==> config.mk <==
export PLATFORM = sky130hd
export DESIGN_NAME = motor_open_loop_startup_fsm_flat
export DESIGN_NICKNAME = d
export VERILOG_FILES = /design/src/rtl/mols_pkg.sv /design/src/rtl/mols_cmd_if.sv /design/src/rtl/mols_res_if.sv /design/src/rtl/motor_open_loop_startup_fsm.sv /design/src/rtl/mols_ctrl.sv /design/src/rtl/mols_ramp.sv /design/src/flat_wrapper.sv
export SDC_FILE = /design/constraint.sdc
export NUM_CORES = 2
export LEC_CHECK = 0
export BUFFER_PORTS_ARGS = -buffer_cell sky130_fd_sc_hd__buf_2
export CAP_MARGIN = 15
export CORE_ASPECT_RATIO = 1.2
export CORE_MARGIN = 5
export CORE_UTILIZATION = 57
export DETAILED_ROUTE_END_ITERATION = 10
export PLACE_DENSITY = 0.77
export SYNTH_ARGS = -nofsm -noshare
export SYNTH_HDL_FRONTEND = slang
export SYNTH_SLANG_ARGS = --single-unit
==> constraint.sdc <==
create_clock -name i_clk -period 12.15 [get_ports i_clk]
set_input_delay 2.43 -clock i_clk [delete_from_list [all_inputs] [get_ports i_clk]]
set_output_delay 2.43 -clock i_clk [all_outputs]
set_load 0.05 [all_outputs]
==> src/rtl/mols_pkg.sv <==
// shared types, codes and defaults for the open-loop start-up sequencer
package mols_pkg;

    localparam int FREQ_W = 12;
    localparam int MOD_W  = 10;
    localparam int MS_W   = 16;
    localparam int LIM_W  = 13;
    localparam int SAMP_W = 12;
    localparam int CNT_W  = 4;
    localparam int ADV_W  = 32;
    localparam int NOW_W  = 32;
    localparam int CFG_IDX_W  = 3;
    localparam int CFG_DATA_W = 16;

    localparam int RAMP_TIME_MS_DEF       = 1000;
    localparam int ENCODER_FAIL_LIMIT_DEF = 2;
    localparam int TIME_BITS_DEF          = 32;

    localparam logic [MS_W-1:0]   ALIGN_TIME_RST   = 16'd300;
    localparam logic [MS_W-1:0]   RUN_TIMEOUT_RST  = 16'd3000;
    localparam logic [MS_W-1:0]   MON_PERIOD_RST   = 16'd100;
    localparam logic [MOD_W-1:0]  ALIGN_MOD_RST    = 10'd50;
    localparam logic [MOD_W-1:0]  RUN_MOD_RST      = 10'd100;
    localparam logic [FREQ_W-1:0] START_FREQ_RST   = 12'd50;
    localparam logic [FREQ_W-1:0] TARGET_FREQ_RST  = 12'd200;
    localparam logic [LIM_W-1:0]  ADC_LIMIT_RST    = 13'd4090;

    typedef enum logic [2:0] {
        MODE_IDLE     = 3'd0,
        MODE_READY    = 3'd1,
        MODE_ALIGN    = 3'd2,
        MODE_RUN      = 3'd3,
        MODE_STOPPING = 3'd4,
        MODE_FAULT    = 3'd5
    } t_mode;

    typedef enum logic [2:0] {
        FAULT_NONE    = 3'd0,
        FAULT_PWM     = 3'd1,
        FAULT_DRV     = 3'd2,
        FAULT_ADC     = 3'd3,
        FAULT_ENC     = 3'd4,
        FAULT_TIMEOUT = 3'd5
    } t_fault;

    typedef enum logic [1:0] {
        STATUS_ACCEPTED  = 2'd0,
        STATUS_REJ_FAULT = 2'd1,
        STATUS_REJ_STATE = 2'd2,
        STATUS_NONE      = 2'd3
    } t_status;

    typedef enum logic [1:0] {
        FUNC_POLL  = 2'd0,
        FUNC_START = 2'd1,
        FUNC_STOP  = 2'd2,
        FUNC_CLEAR = 2'd3
    } t_func;

    typedef enum logic [CFG_IDX_W-1:0] {
        REG_ALIGN_TIME  = 3'd0,
        REG_RUN_TIMEOUT = 3'd1,
        REG_MON_PERIOD  = 3'd2,
        REG_ALIGN_MOD   = 3'd3,
        REG_RUN_MOD     = 3'd4,
        REG_START_FREQ  = 3'd5,
        REG_TARGET_FREQ = 3'd6,
        REG_ADC_LIMIT   = 3'd7
    } t_reg_idx;

    typedef struct packed {
        logic [1:0]        func;
        logic [NOW_W-1:0]  now_ms;
        logic              adc_read_ok;
        logic [SAMP_W-1:0] phase_u_sample;
        logic [SAMP_W-1:0] phase_v_sample;
        logic              encoder_ok;
        logic              pwm_start_ok;
        logic              pwm_set_ok;
        logic              driver_enable_ok;
    } t_cmd;

    typedef struct packed {
        t_mode            mode;
        t_fault           fault_code;
        t_status          command_status;
        logic             advance_valid;
        logic [ADV_W-1:0] advance_ms;
        logic             pwm_update_valid;
        logic [MOD_W-1:0] mod_depth;
        logic             drive_enable;
        logic             pwm_enable;
    } t_res;

endpackage

==> src/rtl/mols_cmd_if.sv <==
// command channel: valid/ready handshake with the poll and command payload
interface mols_cmd_if;
    logic        valid;
    logic        ready;
    logic [1:0]  func;
    logic [31:0] now_ms;
    logic        adc_read_ok;
    logic [11:0] phase_u_sample;
    logic [11:0] phase_v_sample;
    logic        encoder_ok;
    logic        pwm_start_ok;
    logic        pwm_set_ok;
    logic        driver_enable_ok;

    modport source (
        output valid, func, now_ms, adc_read_ok, phase_u_sample, phase_v_sample,
               encoder_ok, pwm_start_ok, pwm_set_ok, driver_enable_ok,
        input  ready
    );

    modport sink (
        input  valid, func, now_ms, adc_read_ok, phase_u_sample, phase_v_sample,
               encoder_ok, pwm_start_ok, pwm_set_ok, driver_enable_ok,
        output ready
    );
endinterface

==> src/rtl/mols_res_if.sv <==
// result channel: valid/ready handshake with the sequencer result payload
interface mols_res_if;
    logic        valid;
    logic        ready;
    logic [2:0]  mode;
    logic [2:0]  fault_code;
    logic [1:0]  command_status;
    logic        advance_valid;
    logic [31:0] advance_ms;
    logic [11:0] frequency_x10;
    logic        pwm_update_valid;
    logic [9:0]  mod_depth;
    logic        drive_enable;
    logic        pwm_enable;

    modport source (
        output valid, mode, fault_code, command_status, advance_valid, advance_ms,
               frequency_x10, pwm_update_valid, mod_depth, drive_enable,
               pwm_enable,
        input  ready
    );

    modport sink (
        input  valid, mode, fault_code, command_status, advance_valid, advance_ms,
               frequency_x10, pwm_update_valid, mod_depth, drive_enable,
               pwm_enable,
        output ready
    );
endinterface

==> src/rtl/motor_open_loop_startup_fsm.sv <==
// top level: open-loop motor start-up sequencer with registered result pipeline
// a command's result is registered in stages a, b and c, then in the output register
// one command per cycle unless stalled; the ramp divide runs over three pipeline stages
// stalls: all stages hold together while a finished result waits on the output
// reset: synchronous active low; sequencer state cleared, configuration to defaults
// pipeline valids cleared at reset; no clearing pass, commands taken right after reset
module motor_open_loop_startup_fsm #(
    parameter int RAMP_TIME_MS       = mols_pkg::RAMP_TIME_MS_DEF,
    parameter int ENCODER_FAIL_LIMIT = mols_pkg::ENCODER_FAIL_LIMIT_DEF,
    parameter int TIME_BITS          = mols_pkg::TIME_BITS_DEF
) (
    input  logic                             i_clk,
    input  logic                             i_rst_n,
    mols_cmd_if.sink                         i_cmd,
    mols_res_if.source                       o_res,
    input  logic                             i_cfg_we,
    input  logic [mols_pkg::CFG_IDX_W-1:0]   i_cfg_idx,
    input  logic [mols_pkg::CFG_DATA_W-1:0]  i_cfg_data
);
    import mols_pkg::*;

    logic                 en, accept;
    t_cmd                 cmd;
    t_res                 c_res;
    logic [TIME_BITS-1:0] c_elapsed;
    logic [FREQ_W-1:0]    c_start_freq, c_target_freq;
    logic [FREQ_W-1:0]    ramp_freq;

    logic              r_a_valid, r_b_valid, r_c_valid, r_out_valid;
    t_res              r_a_res, r_b_res, r_c_res, r_out_res;
    logic [FREQ_W-1:0] r_out_freq;

    assign en          = !r_out_valid || o_res.ready;
    assign accept      = i_cmd.valid && en;
    assign i_cmd.ready = en;

    assign cmd.func             = i_cmd.func;
    assign cmd.now_ms           = i_cmd.now_ms;
    assign cmd.adc_read_ok      = i_cmd.adc_read_ok;
    assign cmd.phase_u_sample   = i_cmd.phase_u_sample;
    assign cmd.phase_v_sample   = i_cmd.phase_v_sample;
    assign cmd.encoder_ok       = i_cmd.encoder_ok;
    assign cmd.pwm_start_ok     = i_cmd.pwm_start_ok;
    assign cmd.pwm_set_ok       = i_cmd.pwm_set_ok;
    assign cmd.driver_enable_ok = i_cmd.driver_enable_ok;

    mols_ctrl #(
        .ENCODER_FAIL_LIMIT (ENCODER_FAIL_LIMIT),
        .TIME_BITS          (TIME_BITS)
    ) u_ctrl (
        .i_clk         (i_clk),
        .i_rst_n       (i_rst_n),
        .i_accept      (accept),
        .i_cmd         (cmd),
        .i_cfg_we      (i_cfg_we),
        .i_cfg_idx     (i_cfg_idx),
        .i_cfg_data    (i_cfg_data),
        .o_res         (c_res),
        .o_elapsed     (c_elapsed),
        .o_start_freq  (c_start_freq),
        .o_target_freq (c_target_freq)
    );

    mols_ramp #(
        .RAMP_TIME_MS (RAMP_TIME_MS),
        .TIME_BITS    (TIME_BITS)
    ) u_ramp (
        .i_clk         (i_clk),
        .i_en          (en),
        .i_elapsed     (c_elapsed),
        .i_start_freq  (c_start_freq),
        .i_target_freq (c_target_freq),
        .o_freq        (ramp_freq)
    );

    always_ff @(posedge i_clk) begin
        if (!i_rst_n) begin
            r_a_valid   <= 1'b0;
            r_b_valid   <= 1'b0;
            r_c_valid   <= 1'b0;
            r_out_valid <= 1'b0;
        end else if (en) begin
            r_a_valid   <= accept;
            r_b_valid   <= r_a_valid;
            r_c_valid   <= r_b_valid;
            r_out_valid <= r_c_valid;
        end
    end

    always_ff @(posedge i_clk) begin
        if (en) begin
            r_a_res    <= c_res;
            r_b_res    <= r_a_res;
            r_c_res    <= r_b_res;
            r_out_res  <= r_c_res;
            r_out_freq <= r_c_res.advance_valid ? ramp_freq : '0;
        end
    end

    assign o_res.valid            = r_out_valid;
    assign o_res.mode             = r_out_res.mode;
    assign o_res.fault_code       = r_out_res.fault_code;
    assign o_res.command_status   = r_out_res.command_status;
    assign o_res.advance_valid    = r_out_res.advance_valid;
    assign o_res.advance_ms       = r_out_res.advance_ms;
    assign o_res.frequency_x10    = r_out_freq;
    assign o_res.pwm_update_valid = r_out_res.pwm_update_valid;
    assign o_res.mod_depth        = r_out_res.mod_depth;
    assign o_res.drive_enable     = r_out_res.drive_enable;
    assign o_res.pwm_enable       = r_out_res.pwm_enable;

    // fault mode and a latched fault code go together
    a_fault_code: assert property (@(posedge i_clk) disable iff (!i_rst_n)
        o_res.valid |-> ((o_res.mode == MODE_FAULT) == (o_res.fault_code != FAULT_NONE)))
        else $error("fault code does not match fault mode");

    a_drive_pwm: assert property (@(posedge i_clk) disable iff (!i_rst_n)
        o_res.valid && o_res.drive_enable |-> o_res.pwm_enable)
        else $error("drive enabled without pwm");

    a_adv_ms: assert property (@(posedge i_clk) disable iff (!i_rst_n)
        o_res.valid && o_res.advance_valid |-> o_res.advance_ms != '0)
        else $error("angle advance with zero elapsed time");

    a_adv_upd: assert property (@(posedge i_clk) disable iff (!i_rst_n)
        o_res.valid && o_res.advance_valid |-> o_res.pwm_update_valid
            && (o_res.mode == MODE_RUN || o_res.mode == MODE_FAULT))
        else $error("angle advance outside run");

endmodule

==> src/rtl/mols_ctrl.sv <==
// sequencer state, configuration registers and single-pass command decode
module mols_ctrl #(
    parameter int ENCODER_FAIL_LIMIT = mols_pkg::ENCODER_FAIL_LIMIT_DEF,
    parameter int TIME_BITS          = mols_pkg::TIME_BITS_DEF
) (
    input  logic                                   i_clk,
    input  logic                                   i_rst_n,
    input  logic                                   i_accept,
    input  mols_pkg::t_cmd                         i_cmd,
    input  logic                                   i_cfg_we,
    input  logic [mols_pkg::CFG_IDX_W-1:0]         i_cfg_idx,
    input  logic [mols_pkg::CFG_DATA_W-1:0]        i_cfg_data,
    output mols_pkg::t_res                         o_res,
    output logic [TIME_BITS-1:0]                   o_elapsed,
    output logic [mols_pkg::FREQ_W-1:0]            o_start_freq,
    output logic [mols_pkg::FREQ_W-1:0]            o_target_freq
);
    import mols_pkg::*;

    localparam logic [CNT_W-1:0] ENC_LIMIT = CNT_W'(ENCODER_FAIL_LIMIT);
    localparam logic [CNT_W-1:0] CNT_MAX   = '1;

    typedef struct packed {
        logic             fault;
        t_fault           code;
        logic [CNT_W-1:0] cnt;
    } t_chk;

    // configuration
    logic [MS_W-1:0]   r_align_time, r_run_timeout, r_mon_period;
    logic [MOD_W-1:0]  r_align_mod, r_run_mod;
    logic [FREQ_W-1:0] r_start_freq, r_target_freq;
    logic [LIM_W-1:0]  r_adc_limit;

    // sequencer state
    t_mode                r_mode, n_mode;
    t_fault               r_fault, n_fault;
    logic [TIME_BITS-1:0] r_start, n_start;
    logic [TIME_BITS-1:0] r_step, n_step;
    logic [TIME_BITS-1:0] r_mon, n_mon;
    logic [CNT_W-1:0]     r_enc_cnt, n_enc_cnt;
    logic                 r_drive, n_drive;
    logic                 r_pwm, n_pwm;

    logic [TIME_BITS-1:0] now;
    logic [TIME_BITS-1:0] since_start, since_step, since_mon;
    logic                 align_done, run_timeout, step_due, mon_due;
    t_func                func;
    t_chk                 chk1, chk2;
    logic [CNT_W-1:0]     mon_cnt_in;
    logic                 mon_en;
    logic                 f_take;
    t_fault               f_code;

    t_status              c_status;
    logic                 c_adv, c_upd;
    logic [MOD_W-1:0]     c_mod;

    function automatic t_chk check_inputs(input t_cmd c, input logic [LIM_W-1:0] lim,
                                          input logic [CNT_W-1:0] cnt);
        t_chk r;
        r.fault = 1'b0;
        r.code  = FAULT_NONE;
        r.cnt   = cnt;
        if (!c.adc_read_ok || LIM_W'(c.phase_u_sample) >= lim
                || LIM_W'(c.phase_v_sample) >= lim) begin
            r.fault = 1'b1;
            r.code  = FAULT_ADC;
        end else if (c.encoder_ok) begin
            r.cnt = '0;
        end else begin
            if (cnt != CNT_MAX) begin
                r.cnt = cnt + CNT_W'(1);
            end
            if (r.cnt >= ENC_LIMIT) begin
                r.fault = 1'b1;
                r.code  = FAULT_ENC;
            end
        end
        return r;
    endfunction

    assign func        = t_func'(i_cmd.func);
    assign now         = i_cmd.now_ms[TIME_BITS-1:0];
    assign since_start = now - r_start;
    assign since_step  = now - r_step;
    assign since_mon   = now - r_mon;
    assign align_done  = since_start >= TIME_BITS'(r_align_time);
    assign run_timeout = since_start >= TIME_BITS'(r_run_timeout);
    assign step_due    = since_step != '0;
    assign mon_due     = since_mon >= TIME_BITS'(r_mon_period);

    // a start-up poll may run the periodic check a second time on the same samples
    assign chk1       = check_inputs(i_cmd, r_adc_limit, r_enc_cnt);
    assign mon_cnt_in = (r_mode == MODE_READY) ? chk1.cnt : r_enc_cnt;
    assign chk2       = check_inputs(i_cmd, r_adc_limit, mon_cnt_in);

    // next state
    always_comb begin
        n_mode    = r_mode;
        n_fault   = r_fault;
        n_start   = r_start;
        n_step    = r_step;
        n_mon     = r_mon;
        n_enc_cnt = r_enc_cnt;
        n_drive   = r_drive;
        n_pwm     = r_pwm;
        mon_en    = 1'b0;
        f_take    = 1'b0;
        f_code    = FAULT_NONE;
        case (func)
            FUNC_START: begin
                if (r_mode == MODE_IDLE) begin
                    n_mode  = MODE_READY;
                    n_start = now;
                end
            end
            FUNC_STOP: begin
                if (r_mode != MODE_IDLE && r_mode != MODE_FAULT) begin
                    n_mode = MODE_STOPPING;
                end
            end
            FUNC_CLEAR: begin
                if (r_mode == MODE_FAULT) begin
                    n_drive = 1'b0;
                    n_pwm   = 1'b0;
                    n_fault = FAULT_NONE;
                    n_mode  = MODE_IDLE;
                    n_start = now;
                end
            end
            FUNC_POLL: begin
                case (r_mode)
                    MODE_READY: begin
                        n_enc_cnt = chk1.cnt;
                        if (chk1.fault) begin
                            f_take = 1'b1;
                            f_code = chk1.code;
                        end else if (!i_cmd.pwm_start_ok || !i_cmd.pwm_set_ok) begin
                            f_take = 1'b1;
                            f_code = FAULT_PWM;
                        end else if (!i_cmd.driver_enable_ok) begin
                            f_take = 1'b1;
                            f_code = FAULT_DRV;
                        end else begin
                            n_drive = 1'b1;
                            n_pwm   = 1'b1;
                            n_mode  = MODE_ALIGN;
                            n_start = now;
                            n_step  = now;
                            n_mon   = now;
                            mon_en  = (r_mon_period == '0);
                        end
                    end
                    MODE_ALIGN: begin
                        if (align_done) begin
                            n_mode  = MODE_RUN;
                            n_start = now;
                            n_step  = now;
                        end
                        mon_en = mon_due;
                    end
                    MODE_RUN: begin
                        if (run_timeout) begin
                            f_take = 1'b1;
                            f_code = FAULT_TIMEOUT;
                        end else if (step_due && !i_cmd.pwm_set_ok) begin
                            f_take = 1'b1;
                            f_code = FAULT_PWM;
                        end else begin
                            if (step_due) begin
                                n_step = now;
                            end
                            mon_en = mon_due;
                        end
                    end
                    MODE_STOPPING: begin
                        n_drive = 1'b0;
                        n_pwm   = 1'b0;
                        n_mode  = MODE_IDLE;
                        n_start = now;
                    end
                    default: begin
                    end
                endcase
                if (mon_en) begin
                    n_mon     = now;
                    n_enc_cnt = chk2.cnt;
                    if (chk2.fault) begin
                        f_take = 1'b1;
                        f_code = chk2.code;
                    end
                end
                if (f_take) begin
                    n_mode  = MODE_FAULT;
                    n_fault = f_code;
                    n_drive = 1'b0;
                    n_pwm   = 1'b0;
                end
            end
            default: begin
            end
        endcase
    end

    // per-item outputs
    always_comb begin
        c_status = STATUS_NONE;
        c_adv    = 1'b0;
        c_upd    = 1'b0;
        c_mod    = '0;
        case (func)
            FUNC_START: begin
                if (r_mode == MODE_FAULT) begin
                    c_status = STATUS_REJ_FAULT;
                end else if (r_mode != MODE_IDLE) begin
                    c_status = STATUS_REJ_STATE;
                end else begin
                    c_status = STATUS_ACCEPTED;
                end
            end
            FUNC_STOP: begin
                if (r_mode == MODE_FAULT) begin
                    c_status = STATUS_REJ_FAULT;
                end else if (r_mode == MODE_IDLE) begin
                    c_status = STATUS_REJ_STATE;
                end else begin
                    c_status = STATUS_ACCEPTED;
                end
            end
            FUNC_CLEAR: begin
                if (r_mode != MODE_FAULT) begin
                    c_status = STATUS_REJ_STATE;
                end else begin
                    c_status = STATUS_ACCEPTED;
                end
            end
            FUNC_POLL: begin
                if (r_mode == MODE_READY && !chk1.fault && i_cmd.pwm_start_ok) begin
                    c_upd = 1'b1;
                    c_mod = r_align_mod;
                end
                if (r_mode == MODE_RUN && !run_timeout && step_due) begin
                    c_adv = 1'b1;
                    c_upd = 1'b1;
                    c_mod = r_run_mod;
                end
            end
            default: begin
            end
        endcase
    end

    assign o_res.mode             = n_mode;
    assign o_res.fault_code       = n_fault;
    assign o_res.command_status   = c_status;
    assign o_res.advance_valid    = c_adv;
    assign o_res.advance_ms       = c_adv ? ADV_W'(since_step) : '0;
    assign o_res.pwm_update_valid = c_upd;
    assign o_res.mod_depth        = c_mod;
    assign o_res.drive_enable     = n_drive;
    assign o_res.pwm_enable       = n_pwm;

    assign o_elapsed     = since_start;
    assign o_start_freq  = r_start_freq;
    assign o_target_freq = r_target_freq;

    always_ff @(posedge i_clk) begin
        if (!i_rst_n) begin
            r_mode    <= MODE_IDLE;
            r_fault   <= FAULT_NONE;
            r_start   <= '0;
            r_step    <= '0;
            r_mon     <= '0;
            r_enc_cnt <= '0;
            r_drive   <= 1'b0;
            r_pwm     <= 1'b0;
        end else if (i_accept) begin
            r_mode    <= n_mode;
            r_fault   <= n_fault;
            r_start   <= n_start;
            r_step    <= n_step;
            r_mon     <= n_mon;
            r_enc_cnt <= n_enc_cnt;
            r_drive   <= n_drive;
            r_pwm     <= n_pwm;
        end
    end

    always_ff @(posedge i_clk) begin
        if (!i_rst_n) begin
            r_align_time  <= ALIGN_TIME_RST;
            r_run_timeout <= RUN_TIMEOUT_RST;
            r_mon_period  <= MON_PERIOD_RST;
            r_align_mod   <= ALIGN_MOD_RST;
            r_run_mod     <= RUN_MOD_RST;
            r_start_freq  <= START_FREQ_RST;
            r_target_freq <= TARGET_FREQ_RST;
            r_adc_limit   <= ADC_LIMIT_RST;
        end else if (i_cfg_we) begin
            case (t_reg_idx'(i_cfg_idx))
                REG_ALIGN_TIME:  r_align_time  <= i_cfg_data[MS_W-1:0];
                REG_RUN_TIMEOUT: r_run_timeout <= i_cfg_data[MS_W-1:0];
                REG_MON_PERIOD:  r_mon_period  <= i_cfg_data[MS_W-1:0];
                REG_ALIGN_MOD:   r_align_mod   <= i_cfg_data[MOD_W-1:0];
                REG_RUN_MOD:     r_run_mod     <= i_cfg_data[MOD_W-1:0];
                REG_START_FREQ:  r_start_freq  <= i_cfg_data[FREQ_W-1:0];
                REG_TARGET_FREQ: r_target_freq <= i_cfg_data[FREQ_W-1:0];
                REG_ADC_LIMIT:   r_adc_limit   <= i_cfg_data[LIM_W-1:0];
                default: begin
                end
            endcase
        end
    end

endmodule

==> src/rtl/mols_ramp.sv <==
// three-stage linear frequency ramp with reciprocal-multiply divide
module mols_ramp #(
    parameter int RAMP_TIME_MS = mols_pkg::RAMP_TIME_MS_DEF,
    parameter int TIME_BITS    = mols_pkg::TIME_BITS_DEF
) (
    input  logic                         i_clk,
    input  logic                         i_en,
    input  logic [TIME_BITS-1:0]         i_elapsed,
    input  logic [mols_pkg::FREQ_W-1:0]  i_start_freq,
    input  logic [mols_pkg::FREQ_W-1:0]  i_target_freq,
    output logic [mols_pkg::FREQ_W-1:0]  o_freq
);
    import mols_pkg::*;

    localparam int EL_W    = $clog2(RAMP_TIME_MS + 1);
    localparam int PROD_W  = FREQ_W + EL_W;
    localparam int SHIFT   = PROD_W + $clog2(RAMP_TIME_MS);
    localparam int RECIP_W = PROD_W + 2;
    localparam int MUL_W   = PROD_W + RECIP_W;
    localparam longint unsigned RECIP_FULL =
        ((longint'(1) << SHIFT) + longint'(RAMP_TIME_MS) - 1) / longint'(RAMP_TIME_MS);
    localparam logic [RECIP_W-1:0] RECIP = RECIP_W'(RECIP_FULL);

    // stage a: operands
    logic              r_a_full, r_a_down;
    logic [EL_W-1:0]   r_a_el;
    logic [FREQ_W-1:0] r_a_s, r_a_t;
    // stage b: span times elapsed
    logic              r_b_full, r_b_down;
    logic [PROD_W-1:0] r_b_prod;
    logic [FREQ_W-1:0] r_b_s, r_b_t;
    // stage c: quotient
    logic              r_c_full, r_c_down;
    logic [FREQ_W-1:0] r_c_q;
    logic [FREQ_W-1:0] r_c_s, r_c_t;

    logic [FREQ_W-1:0] span;
    logic [MUL_W-1:0]  mul_q;

    assign span  = r_a_down ? (r_a_s - r_a_t) : (r_a_t - r_a_s);
    assign mul_q = MUL_W'(r_b_prod) * MUL_W'(RECIP);

    always_ff @(posedge i_clk) begin
        if (i_en) begin
            r_a_full <= i_elapsed >= TIME_BITS'(RAMP_TIME_MS);
            r_a_down <= i_target_freq < i_start_freq;
            r_a_el   <= i_elapsed[EL_W-1:0];
            r_a_s    <= i_start_freq;
            r_a_t    <= i_target_freq;

            r_b_full <= r_a_full;
            r_b_down <= r_a_down;
            r_b_prod <= PROD_W'(span) * PROD_W'(r_a_el);
            r_b_s    <= r_a_s;
            r_b_t    <= r_a_t;

            r_c_full <= r_b_full;
            r_c_down <= r_b_down;
            r_c_q    <= mul_q[SHIFT +: FREQ_W];
            r_c_s    <= r_b_s;
            r_c_t    <= r_b_t;
        end
    end

    assign o_freq = r_c_full ? r_c_t : (r_c_down ? (r_c_s - r_c_q) : (r_c_s + r_c_q));

endmodule
==> src/flat_wrapper.sv <==
// flat-port wrapper written by rule: the top's interface ports become plain ports
module motor_open_loop_startup_fsm_flat import mols_pkg::*;
#(
    parameter int RAMP_TIME_MS       = mols_pkg::RAMP_TIME_MS_DEF,
    parameter int ENCODER_FAIL_LIMIT = mols_pkg::ENCODER_FAIL_LIMIT_DEF,
    parameter int TIME_BITS          = mols_pkg::TIME_BITS_DEF
)
  (i_clk, i_rst_n, i_cfg_we, i_cfg_idx, i_cfg_data, i_cmd_valid, i_cmd_func, i_cmd_now_ms, i_cmd_adc_read_ok, i_cmd_phase_u_sample, i_cmd_phase_v_sample, i_cmd_encoder_ok, i_cmd_pwm_start_ok, i_cmd_pwm_set_ok, i_cmd_driver_enable_ok, i_cmd_ready, o_res_valid, o_res_mode, o_res_fault_code, o_res_command_status, o_res_advance_valid, o_res_advance_ms, o_res_frequency_x10, o_res_pwm_update_valid, o_res_mod_depth, o_res_drive_enable, o_res_pwm_enable, o_res_ready);
  mols_cmd_if i_cmd_i ();
  mols_res_if o_res_i ();
  input  logic i_clk;
  input  logic i_rst_n;
  input  logic i_cfg_we;
  input  logic [mols_pkg::CFG_IDX_W-1:0] i_cfg_idx;
  input  logic [mols_pkg::CFG_DATA_W-1:0] i_cfg_data;
  input wire logic [$bits(i_cmd_i.valid)-1:0] i_cmd_valid;
  input wire logic [$bits(i_cmd_i.func)-1:0] i_cmd_func;
  input wire logic [$bits(i_cmd_i.now_ms)-1:0] i_cmd_now_ms;
  input wire logic [$bits(i_cmd_i.adc_read_ok)-1:0] i_cmd_adc_read_ok;
  input wire logic [$bits(i_cmd_i.phase_u_sample)-1:0] i_cmd_phase_u_sample;
  input wire logic [$bits(i_cmd_i.phase_v_sample)-1:0] i_cmd_phase_v_sample;
  input wire logic [$bits(i_cmd_i.encoder_ok)-1:0] i_cmd_encoder_ok;
  input wire logic [$bits(i_cmd_i.pwm_start_ok)-1:0] i_cmd_pwm_start_ok;
  input wire logic [$bits(i_cmd_i.pwm_set_ok)-1:0] i_cmd_pwm_set_ok;
  input wire logic [$bits(i_cmd_i.driver_enable_ok)-1:0] i_cmd_driver_enable_ok;
  output wire logic [$bits(i_cmd_i.ready)-1:0] i_cmd_ready;
  output wire logic [$bits(o_res_i.valid)-1:0] o_res_valid;
  output wire logic [$bits(o_res_i.mode)-1:0] o_res_mode;
  output wire logic [$bits(o_res_i.fault_code)-1:0] o_res_fault_code;
  output wire logic [$bits(o_res_i.command_status)-1:0] o_res_command_status;
  output wire logic [$bits(o_res_i.advance_valid)-1:0] o_res_advance_valid;
  output wire logic [$bits(o_res_i.advance_ms)-1:0] o_res_advance_ms;
  output wire logic [$bits(o_res_i.frequency_x10)-1:0] o_res_frequency_x10;
  output wire logic [$bits(o_res_i.pwm_update_valid)-1:0] o_res_pwm_update_valid;
  output wire logic [$bits(o_res_i.mod_depth)-1:0] o_res_mod_depth;
  output wire logic [$bits(o_res_i.drive_enable)-1:0] o_res_drive_enable;
  output wire logic [$bits(o_res_i.pwm_enable)-1:0] o_res_pwm_enable;
  input wire logic [$bits(o_res_i.ready)-1:0] o_res_ready;
  assign i_cmd_i.valid = i_cmd_valid;
  assign i_cmd_i.func = i_cmd_func;
  assign i_cmd_i.now_ms = i_cmd_now_ms;
  assign i_cmd_i.adc_read_ok = i_cmd_adc_read_ok;
  assign i_cmd_i.phase_u_sample = i_cmd_phase_u_sample;
  assign i_cmd_i.phase_v_sample = i_cmd_phase_v_sample;
  assign i_cmd_i.encoder_ok = i_cmd_encoder_ok;
  assign i_cmd_i.pwm_start_ok = i_cmd_pwm_start_ok;
  assign i_cmd_i.pwm_set_ok = i_cmd_pwm_set_ok;
  assign i_cmd_i.driver_enable_ok = i_cmd_driver_enable_ok;
  assign i_cmd_ready = i_cmd_i.ready;
  assign o_res_valid = o_res_i.valid;
  assign o_res_mode = o_res_i.mode;
  assign o_res_fault_code = o_res_i.fault_code;
  assign o_res_command_status = o_res_i.command_status;
  assign o_res_advance_valid = o_res_i.advance_valid;
  assign o_res_advance_ms = o_res_i.advance_ms;
  assign o_res_frequency_x10 = o_res_i.frequency_x10;
  assign o_res_pwm_update_valid = o_res_i.pwm_update_valid;
  assign o_res_mod_depth = o_res_i.mod_depth;
  assign o_res_drive_enable = o_res_i.drive_enable;
  assign o_res_pwm_enable = o_res_i.pwm_enable;
  assign o_res_i.ready = o_res_ready;
  motor_open_loop_startup_fsm #(.RAMP_TIME_MS(RAMP_TIME_MS), .ENCODER_FAIL_LIMIT(ENCODER_FAIL_LIMIT), .TIME_BITS(TIME_BITS)) u_core (.i_clk(i_clk), .i_rst_n(i_rst_n), .i_cmd(i_cmd_i), .o_res(o_res_i), .i_cfg_we(i_cfg_we), .i_cfg_idx(i_cfg_idx), .i_cfg_data(i_cfg_data));
endmodule
==> impl_results.md <==
- Status: complete, no violations
- Initial antenna violation count: 6
- Crit end category: flop
- Top-area cell type share of the netlist area: 0.2725
- Reg-to-reg setup timing slack: 3.81 ns
- Biggest area consumer among synthesized cells: edfxtp_1
- H-tree levels: 2
- Reg2Reg Launch Point: u_core.u_ramp.r_a_s[1]
- Hold Crit Depth: 0
- Met3 Use GR: 0.03526
- EDFF count, synth: 350
- Synth top area cells: edfxtp_1, ha_1, dfxtp_1
- Synthesis warning total: 0
- Die Height: 295.0 um
- Layout Nets: 4728
- Synth-to-Final Area Change: 9.079%
- Via count: 28080
- Sink Count: 567
- Mapped Nets: 4612
- Setup violators final: 0
- DIE AREA: 73000 um2
- Most used DFF post-synth: edfxtp_1
- Crit path top cell by count: fa_1
- Sequential fraction of the synthesis area: 0.3851
- Final TNS setup: 0 ns
- Placed cell count: 4850
- Gr ovfl total: 0
- Post-DP HPWL: 69360 um
- RePlAce Congestion: 0.9503
- Hold Path Class: flop to flop
- # DRC: 0
- Site row count: 104
- Fillers: 5529
- Worst-margin pin slew: 1.118 ns
- Final Max Tran Viols: 0
- Chip width: 247.5 um
- Worst-skew pair later-pin latency: 0.62 ns
- RSZ-0062 raised after global routing: false
- Slew Limit Headroom: 0.2482
- F_max: 119.9 MHz
- Netlist cell types: 97
- Vias/cell: 5.668
- Cts bufs inserted: 55
- Root Buffer: clkbuf_16
- CTS Buffer Depth: 3
- Worst endpoint data arrival time: 8.71 ns
- Critical path data required time: 12.52 ns
- Most common cell after layout, fill and taps aside: inv_1
- Max_cap viols: 0
- Clock period minus worst slack: 8.339 ns
- Slowest CP cell: xor2_1
- Remaining antenna violation count: 0
- Grt met1 use: 0.3118
- Hold EP: u_core.r_c_res[41]
- Hold-fix buffers, CTS: 0
- Clk_skew: 0.03515 ns
- Most frequent cells in the layout: inv_1, ha_1, nand2_1
- FF+latch count, synth: 567
- Port Buffers: 154
- # IOs: 155
- 1st-iter DRT viols: 1893
- WS Path Type: flop to flop
- Resize count post-CTS: 0
- Reg2Reg Capture Point: u_core.u_ramp.r_b_prod[21]
- CTS tree: yes
- Largest net degree at the start of global routing: 86
- Post-Layout Inst Area: 42080 um2
- Number of post-CTS setup repair buffers: 0
- Busiest grt layer: met2
- CP max stage delay: 0.68 ns
- Worst-path clk slew: 0.08 ns
- Final Non-Filler Cells: 4955
- Crit share post-route: 0.6863
- Fin. Hold Viols: 0
- GRT met2 Usage: 0.4360
- Post-synth ARST share: 0
- Syn avg cell area: 9.913 um2
- Drt pass-1 iters: 6
- Share of cells above drive strength 1: 0.07455
- Total GRT Usage: 0.2493
- Initial Util: 0.5745
- Startpoint types: flop
- Placed inst area: 40170 um2
- First-pass GRT wire length: 147200 um
- Post-Synthesis Cells: 3891
- DR WL/cell: 18.38 um
- Vias in the first global route: 28480
- Routed WL: 91060 um
- Mapped Area: 38570 um2
- Core Area: 67140 um2
- Hold path start: u_core.r_b_res[41]
- CP Max Fanout: 10
- FF-to-FF path depth: 31
==> kinds of logic (layout without fill, tap and decap cells) <==
kind of cell / count (synthesis) / in the layout / share of synthesized area
simple gates: 1069 / 1069 / 0.1284
compound gates: 741 / 741 / 0.1247
buf+inv: 646 / 806 / 0.06419
fa+ha+maj: 634 / 634 / 0.2409
flops: 567 / 567 / 0.3851
xor+xnor: 125 / 125 / 0.02838
mux: 109 / 109 / 0.02838
other cells: 0 / 3 / 0
==> worst max path at each step <==
stage / start / to / slack (ns) / cells after the start
CTS: u_core.u_ramp.r_a_s[1] / u_core.u_ramp.r_b_prod[21] / 3.83 / 31
detailed placement: u_core.u_ramp.r_a_s[1] / u_core.u_ramp.r_b_prod[21] / 3.83 / 31
finish: u_core.u_ramp.r_a_s[1] / u_core.u_ramp.r_b_prod[21] / 3.81 / 31
floorplan: o_res_ready / u_core.u_ctrl.r_step[1] / 2.43 / 10
global placement: u_core.u_ramp.r_a_s[1] / u_core.u_ramp.r_b_prod[21] / 4.00 / 31
global route: u_core.u_ramp.r_a_down / u_core.u_ramp.r_b_prod[21] / 3.06 / 28
==> sequential cells by signal, indices dropped and copies added, names as in the netlist, 13 cells and up <==
register and cells:
u_core.u_ramp.r_b_prod 22, u_core.u_ctrl.r_run_timeout 16, u_core.u_ctrl.r_adc_limit 13, u_core.u_ctrl.r_mon_period 16, u_core.u_ctrl.r_align_time 16, u_core.u_ctrl.r_step 32
u_core.o_res.advance_ms 32, u_core.r_b_res 54, u_core.u_ctrl.r_mon 32, u_core.r_a_res 54, u_core.u_ctrl.r_start 32, u_core.r_c_res 54
==> cell type report <==
class                           count  area, um2  area share
Multi-Input combinational cell   2678      21260      0.5054
Sequential cell                   567      14850      0.3530
Inverter                          528       1988     0.04725
Clock buffer                       60       1416     0.03366
Tap cell                          901       1127     0.02679
Timing Repair Buffer              177      958.4     0.02278
Clock inverter                     41      459.2     0.01091
Antenna cell                        3      7.507   0.0001784
==> through the flow <==
step	setup slack [ns]	hold slack, ns	utilization
floorplan	2.432	0.4003	-
global route	3.056	0.4175	0.6266
CTS	3.833	0.4098	0.6262
finish	3.811	0.4059	0.6266
detailed placement	3.834	0.4045	0.5983
global placement	4.003	0.4011	0.5983
==> worst max-delay path, delay by kind of cell, from the launching register on <==
kind,cells,cell delay [ns]
adder cells (fa/ha/maj),7,3.18
AO/OA/AOI/OAI,12,2.40
AND/OR/NAND/NOR,6,0.99
XOR/XNOR,2,0.77
flip-flops,1,0.46
buffers and inverters,4,0.29
==> cells in the mapped netlist, drive strengths merged, types with 15 or more instances <==
master / n
nor4: 25
buf: 15
nor3: 39
o211ai: 45
nand2b: 29
and2: 87
dfxtp: 217
clkbuf: 103
xor2: 41
o21bai: 25
fa: 181
xnor2: 84
a21o: 68
o21a: 41
nand4: 24
and3: 16
a31oi: 24
a21oi: 242
inv: 528
mux2i: 106
nor2b: 33
edfxtp: 350
nand2: 435
nand3: 76
ha: 453
nor2: 240
a211oi: 29
o21ai: 140
==> routing by layer <==
metal / share of wire / up-vias
met4: 0.044 / 6
met5: 0.00044 / -
met2: 0.50 / 666
met3: 0.046 / 199
met1: 0.41 / 13540
li1: - / 13680
Power is left out: the tool's default activity adds up to more than one toggle a clock period on the data nets, which glitch-free logic cannot reach.
